--- src/design/psc_ram.sv ---
// generic single write port, single read port ram with registered read
`timescale 1ns / 1ps
`default_nettype none
module psc_ram #(
  parameter int unsigned WIDTH = 8,
  parameter int unsigned DEPTH = 64
) (
  input  logic                                        clk_i,
  input  logic                                        we_i,
  input  logic [$clog2(DEPTH > 1 ? DEPTH : 2)-1:0]    waddr_i,
  input  logic [WIDTH-1:0]                            wdata_i,
  input  logic [$clog2(DEPTH > 1 ? DEPTH : 2)-1:0]    raddr_i,
  output logic [WIDTH-1:0]                            rdata_o
);

  logic [WIDTH-1:0] mem_q [DEPTH];

  always_ff @(posedge clk_i) begin
    if (we_i) begin
      mem_q[waddr_i] <= wdata_i;
    end
    rdata_o <= mem_q[raddr_i];
  end

endmodule
`default_nettype wire

--- config.mk ---
export PLATFORM = sky130hd
export DESIGN_NAME = psc_ram
export DESIGN_NICKNAME = d
export VERILOG_FILES = /design/src/design/psc_ram.sv
export SDC_FILE = /design/constraint.sdc
export NUM_CORES = 1
export LEC_CHECK = 0
export ABC_CLOCK_PERIOD_IN_PS = 1800
export BUFFER_PORTS_ARGS = -buffer_cell sky130_fd_sc_hd__buf_2
export CAP_MARGIN = 20
export CORE_UTILIZATION = 54
export CTS_BUF_LIST = sky130_fd_sc_hd__clkbuf_4 sky130_fd_sc_hd__clkbuf_8 sky130_fd_sc_hd__clkbuf_16
export CTS_CLUSTER_SIZE = 28
export DETAILED_ROUTE_END_ITERATION = 16
export PLACE_DENSITY_LB_ADDON = 0.3
export SYNTH_ARGS = -nofsm -noshare
export SYNTH_HDL_FRONTEND = slang
export SYNTH_SLANG_ARGS = --single-unit
--- constraint.sdc ---
create_clock -name clk_i -period 1.8 [get_ports clk_i]
set_input_delay 0.09 -clock clk_i [delete_from_list [all_inputs] [get_ports clk_i]]
set_output_delay 0.09 -clock clk_i [all_outputs]
set_load 0.03 [all_outputs]
# Yosys cells after proc, flatten, opt, wreduce, memory -nomap -nowiden
# Memory sizes are Yosys's and may differ from the RTL's. A register that Yosys moved wholly into a read port is not among the register bits.
# Index checks and enable logic that the tools add are counted.
# totals
word_cells,3
mem_bits_rw,512
n_memories,1
inputBits,22
ff_bits,0
out_inout_bits,8
# op_classes
mux,2
# memory_table
name,words,word_bits,read_ports,rd_clocked_by_memory_dff,write_ports,line,rtl
mem_q,64,8,1,1,1,16,logic [WIDTH-1:0] mem_q [DEPTH];
# ops
operator,count
1-bit 2-to-1 mux,2

# Depth between registers and ports, before layout
# Gate-level depths: netlist of the first run.
# logic_depth
ltp_word,2
mapped_depth,9
depth_no_buf,5

# Worst setup path after synthesis of the first run
# Ideal clock, no wire load.
# synth_timing
kind,input-to-reg
from,in raddr_i[1] (netlist name)
to,"reg rdata_o[3], read port of mem_q"
path_stages,7
t_required_ns,1.672
setup_time_ns,0.128
slack_ns,0.042
path_buffers,3
t_arrival_ns,1.630
path_cell_list,buf_4 -> buf_2 -> buf_2 -> mux4_2 -> mux4_2 -> o21ai_1 -> o41ai_1
# synth_lines
item,line,rtl
start: declaration,12,"input logic [$clog2(DEPTH > 1 ? DEPTH : 2)-1:0] raddr_i,"
end: declaration,13,output logic [WIDTH-1:0] rdata_o

==> flow_summary.yaml, run 1 <==
outcome:
  status: "complete, but fails checks"
  violations: "setup timing"
grt:
  gr-max-usage-layer: "met2"
  grt_start_max_net_pins: 65
  grt.total_usage_pct: 24.6
  use_met1_pct: 35.4
  first_global_vias: 10300
  grt_pass1_wl_um: 67100
  antenna_found_initial: 1
  use_met2_pct: 38.1
  use_met3_pct: 4.85
  grt_overflow: 0
sta:
  period_share_pct: 107
  max_slew_margin_pct: 36.6
  fmax_mhz: 520
  period_needed_ps: 1920
  hold_ws_ps: 30.7
  setup_violations: 3
  layout_setup_ws_ps: -122
  rsz0062_at_grt: "true"
  finalHoldViolations: 0
  fin_worst_skew_ps: 18.4
  report.final.slew_viol_count: 0
  worst-slew-pin-transition_ps: 951
run:
  max_cap_violations: 0
min_path:
  holdCritPathClass: "in2reg"
  holdPathStages: 1
detailed_routing:
  post_drt_wl_per_cell_um: 27.3
  drt_pre_antenna_iters: 5
  routed_wirelength_um: 44700
  drtAntennaViolNets: 0
  num_vias: 10100
  route.detailed.drc: 0
  drt_iter0_drc: 991
  viasPerCell: 6.19
clock_tree:
  cts.reportedPaths.clkPinSlew_ps: 60
  h-tree-depth: 2
  numCtsBuffers: 50
  cts_num_sinks: 520
  tritoncts: "built"
  insertion_delay_ps: 570
  cts_buffer_depth: 3
  ctsRootBufferMaster: "clkbuf_16"
synthesis:
  syn_avg_cell_area_um2: 21.5
  synth_top_area_cell: "edfxtp_1"
  yosys.area.top_type_share_pct: 76.2
  synth_cells: 940
  ys_top_cells_by_area: "edfxtp_1 (76%), mux4_2 (14%), nor2_1 (1.5%)"
  yosysMostFrequentCell: "edfxtp_1"
  yosys-top-cells-count: "edfxtp_1 (512), mux4_2 (126), nor2_1 (83)"
  synth_async_sr_flop_share_pct: 0
  mappedNetlistArea_mm2: 0.0202
  ys_seq_elements: 520
  synth_edf_count: 512
  synth_fp_nets: 962
  ys.flop_type: "edfxtp_1"
  seq_area_frac_synth_pct: 77.0
  synth_cell_types: 40
  synth_warnings: 0
worst_setup_path:
  slowest_delay_ps: 490
  cp_max_fo: 1
  worstSetupStartpointType: "flop"
  cp_slowest_cell: "mux4_2"
  r2r_setup_slack_ps: -120
  endpoint_kind: "flop"
  critPathTopFamily: "multiplexers"
  crit_required_ps: 2220
  cp.buffers_inverters: 0
  cp.depth: 5
  path_class: "reg2reg"
  critPathArrivalTime_ps: 2350
  worstRegToRegCells: 5
  cp_cell_sequence: "mux4_2 > mux2_4 > o221a_4 > nor3_4 > o32ai_2"
floorplanning:
  fp.dieArea_mm2: 0.0381
  fp.dieW_um: 195
  dieHeight_um: 195
  start_util_pct: 55.0
  ios: 30
  core_mm2: 0.0367
  rows: 70
placed_design:
  dp_slack_ps: -490
  dp_hpwl_um: 28600
  portBuffers: 29
  place.gp.congestion: 0.844
final_layout:
  drive_above_1_share_pct: 36.2
  antennaDiodeCount: 0
  final_nets: 1148
  finish.utilization_pct: 64.8
  layout-area-overhead-vs-synth_pct: 17.9
  n_fill_cell: 2352
pwr:
  power_density_mw_per_mm2: 1080
  max-vdd-ir-drop_v: 0.000924
  leakagePower_nw: 7.82
kinds of logic after synthesis:
group	synth area share [%]
AOI/OAI and AO/OA	2.07
buffers and inverters	1.57
DFF	77.0
muxes	15.9
and+or+nand+nor	3.39
worst register-to-register path, stage by stage (launching register included):
cell      delay [ps]
edfxtp_1         360
mux4_2           490
mux2_4           280
o221a_4          280
nor3_4           230
o32ai_2          130
timing repair:
item / in CTS / in global routing
buffers inserted: 0 / 0
hold endpoints to repair: 12 / 0
hold buffers: 1 / 0
endpoints found under the setup margin: 7 / 7
pin swaps: 4 / 4
gates resized for setup: 21 / 5
per-layer routing:
| metal | vias up | wire (um) |
|---|---|---|
| li1 | 4308 | - |
| met4 | 2 | 1360 |
| met3 | 85 | 3770 |
| met5 | - | 8 |
| met2 | 477 | 21300 |
| met1 | 5252 | 18300 |
metrics by stage:
step	instance area, um^2	TNS, ps	power, mW	instances
after floorplan	20200	0	14.4	940
after global placement	21900	-2720	15.1	1542
after detailed placement	21900	-2980	15.1	1542
after CTS	23800	-142	25.8	1635
after global routing	23800	-361	26.3	1635
final	23800	-231	25.6	1635
cell type report:
class	instances	area [um^2]	area share, %
flip-flops and latches	520	15500	65.3
multi-input cells	369	4450	18.7
repair buffers	185	1500	6.29
clock buffers	69	1450	6.08
well taps	468	586	2.46
clock inverters	24	263	1.11
cell usage in the layout, fill, tap and decap left out, types with 13 or more instances in the layout:
master	synthesis	layout
buf_2	11	26
mux4_2	126	126
clkbuf_4	0	16
clkbuf_16	0	53
nand2_1	19	19
nor2_1	83	80
nand3_1	13	13
nor2b_1	14	14
mux2i_1	23	23
edfxtp_1	512	512
buf_12	2	13
buf_4	13	144
worst paths after layout:
kind / startpoint / endpoint
setup / recovery: mem_q[28][6] / rdata_o[6]
hold / removal: wdata_i[2] / mem_q[24][2]
setup reg to reg: mem_q[28][6] / rdata_o[6]
hold reg to reg: mem_q[26][4] / rdata_o[4]
power breakdown:
group	internal (mW)	leakage [nW]	switching [mW]
Combinational	0.600	2.30	0.854
Clock	6.47	0.851	4.23
Sequential	13.4	4.67	0.0520
Total	20.5	7.82	5.14
registers in the layout, indices dropped and copies added (netlist names):
signal,flops
mem_q,512
rdata_o,8
Power figures use the tool's default switching activity.
==> run 2: changes to the inputs <==
Settings changed: PLACE_DENSITY set to 0.81, PLACE_DENSITY_LB_ADDON 0.3 to unset.
==> flow_summary.yaml, run 2 (same netlist as run 1, synthesis figures left out) <==
final_layout:
  final_nets: 1146
  finish.utilization_pct: 64.3
  drive_above_1_share_pct: 34.9
  top_regs: "mem_q x512, rdata_o x8"
  fin_cells: 1623
  largest-register: "mem_q"
  layout_commonest_cell: "edfxtp_1"
  layout-area-overhead-vs-synth_pct: 17.0
  final_cell_mix: "edfxtp_1 (512), buf_4 (135), mux4_2 (126)"
  largest_reg_flops: 512
sta:
  period_needed_ps: 1860
  worst-slew-pin-transition_ps: 762
  hold_ws_ps: 14.3
  setup_violations: 6
  report.final.slew_viol_count: 0
  period_share_pct: 103
  rsz0062_at_grt: "true"
  layout_setup_ws_ps: -58.2
  finalHoldViolations: 0
  fin_worst_skew_ps: 33.6
  fin_tns_setup_ps: -139
  fmax_mhz: 538
  max_slew_margin_pct: 48.7
clock_tree:
  insertion_delay_ps: 580
  h-tree-depth: 2
  cts.reportedPaths.clkPinSlew_ps: 70
  ctsRootBufferMaster: "clkbuf_16"
  tritoncts: "built"
  numCtsBuffers: 48
  cts_num_sinks: 520
  cts_buffer_depth: 3
worst_setup_path:
  r2r_setup_slack_ps: -60
  cp.buffers_inverters: 0
  critPathArrivalTime_ps: 2320
  critPathTopFamily: "multiplexers"
  cp_slowest_cell: "mux4_2"
  endpoint_kind: "flop"
  cp_cell_sequence: "mux4_2 > mux4_2 > nor2_4 > nor3_2 > o2bb2ai_1"
  crit_required_ps: 2270
  cp_common_cell: "mux4_2"
  slowest_delay_ps: 560
  cp_max_fo: 1
  startpoint: "mem_q[7][2]"
  path_class: "reg2reg"
  r2r-start: "mem_q[7][2]"
  worstSetupStartpointType: "flop"
floorplanning:
  dieHeight_um: 195
  rows: 70
  fp.dieW_um: 195
  ios: 30
  core_mm2: 0.0367
  start_util_pct: 55.0
  fp.dieArea_mm2: 0.0381
pwr:
  p_comb_share_pct: 6.1
  max-vdd-ir-drop_v: 0.000628
  power_frac_seq_pct: 54.8
  switching_share_pct: 20.8
  internal_power_mw: 19.4
  leakagePower_nw: 7.71
  pwr-share-clk_pct: 39.2
  p_sw_mw: 5.10
  power_density_mw_per_mm2: 1040
detailed_routing:
  post_drt_wl_per_cell_um: 28.5
  viasPerCell: 6.43
  drtAntennaViolNets: 0
  drt_pre_antenna_iters: 8
  route.detailed.drc: 0
  drt_iter0_drc: 1207
  routed_wirelength_um: 46300
  num_vias: 10400
grt:
  grt_start_max_net_pins: 65
  first_global_vias: 10700
  grt.total_usage_pct: 24.8
  grt_pass1_wl_um: 68200
  grt_overflow: 0
  antenna_found_initial: 2
outcome:
  violations: "setup timing"
  status: "complete, but fails checks"
placed_design:
  place.gp.congestion: 0.851
  dp.cells: 1535
  portBuffers: 29
  dp_hpwl_um: 27900
min_path:
  holdCritPathClass: "in2reg"
  min_from: "wdata_i[5]"
run:
  max_cap_violations: 0
-- run 2: cell count changes in the layout (fill, tap and decap cells not counted), moves of 3 or more --
cell           change
buf_4              -9
clkbuf_4           -7
buf_12             +6
clkbuf_16          -5
bufinv_16          -3
dlygate4sd3_1      +3
-- run 2: worst paths after layout --
| path | depth (start not counted) | endpoint |
|---|---|---|
| hold reg to reg | 4 | rdata_o[2] |
| setup / recovery | 5 | rdata_o[2] |
| hold / removal | 2 | mem_q[54][5] |
| setup reg to reg | 5 | rdata_o[2] |
-- run 2: metrics by stage --
step / power, mW / cell area [um^2] / worst slack (ps)
2_1_floorplan: 14.4 / 20200 / 42.3
3_3_place_gp: 15.0 / 21900 / -325
3_5_place_dp: 15.1 / 21900 / -354
4_1_cts: 24.5 / 23500 / -51.5
5_1_grt: 25.1 / 23600 / -92.7
6_report: 24.5 / 23600 / -58.2
-- run 2: power groups by stage --
| stage | Clock, mW | Combinational (mW) | Sequential [mW] |
|---|---|---|---|
| after floorplan | 0 | 0.714 | 13.7 |
| after global placement | 0 | 1.35 | 13.7 |
| after detailed placement | 0 | 1.39 | 13.7 |
| after CTS | 9.65 | 1.45 | 13.4 |
| after global routing | 10.1 | 1.55 | 13.4 |
| final | 9.61 | 1.49 | 13.4 |
-- run 2: area by class of cell --
type / count / area (um^2)
clock inverters: 23 / 190
clock buffers: 57 / 1270
repair buffers: 185 / 1580
flip-flops and latches: 520 / 15500
fillers: 2168 / 13100
multi-input cells: 369 / 4430
well taps: 468 / 586
diodes: 1 / 2.50
-- run 2: routing by layer --
| layer | up-vias | global-route usage (%) | share of wire (%) |
|---|---|---|---|
| met1 | 5363 | 33.6 | 37 |
| li1 | 4281 | - | - |
| met3 | 138 | 4.99 | 9.3 |
| met4 | 2 | 11.5 | 4.5 |
| met5 | - | 0 | 0.039 |
| met2 | 657 | 39.3 | 49 |
-- run 2: repair_timing --
action / CTS / global route
setup buffers: 0 / 0
resized for setup: 20 / 5
endpoints found under the setup margin: 8 / 7
endpoints found under the hold margin: 4 / 24
pin swaps: 3 / 1
hold buffers: 2 / 2
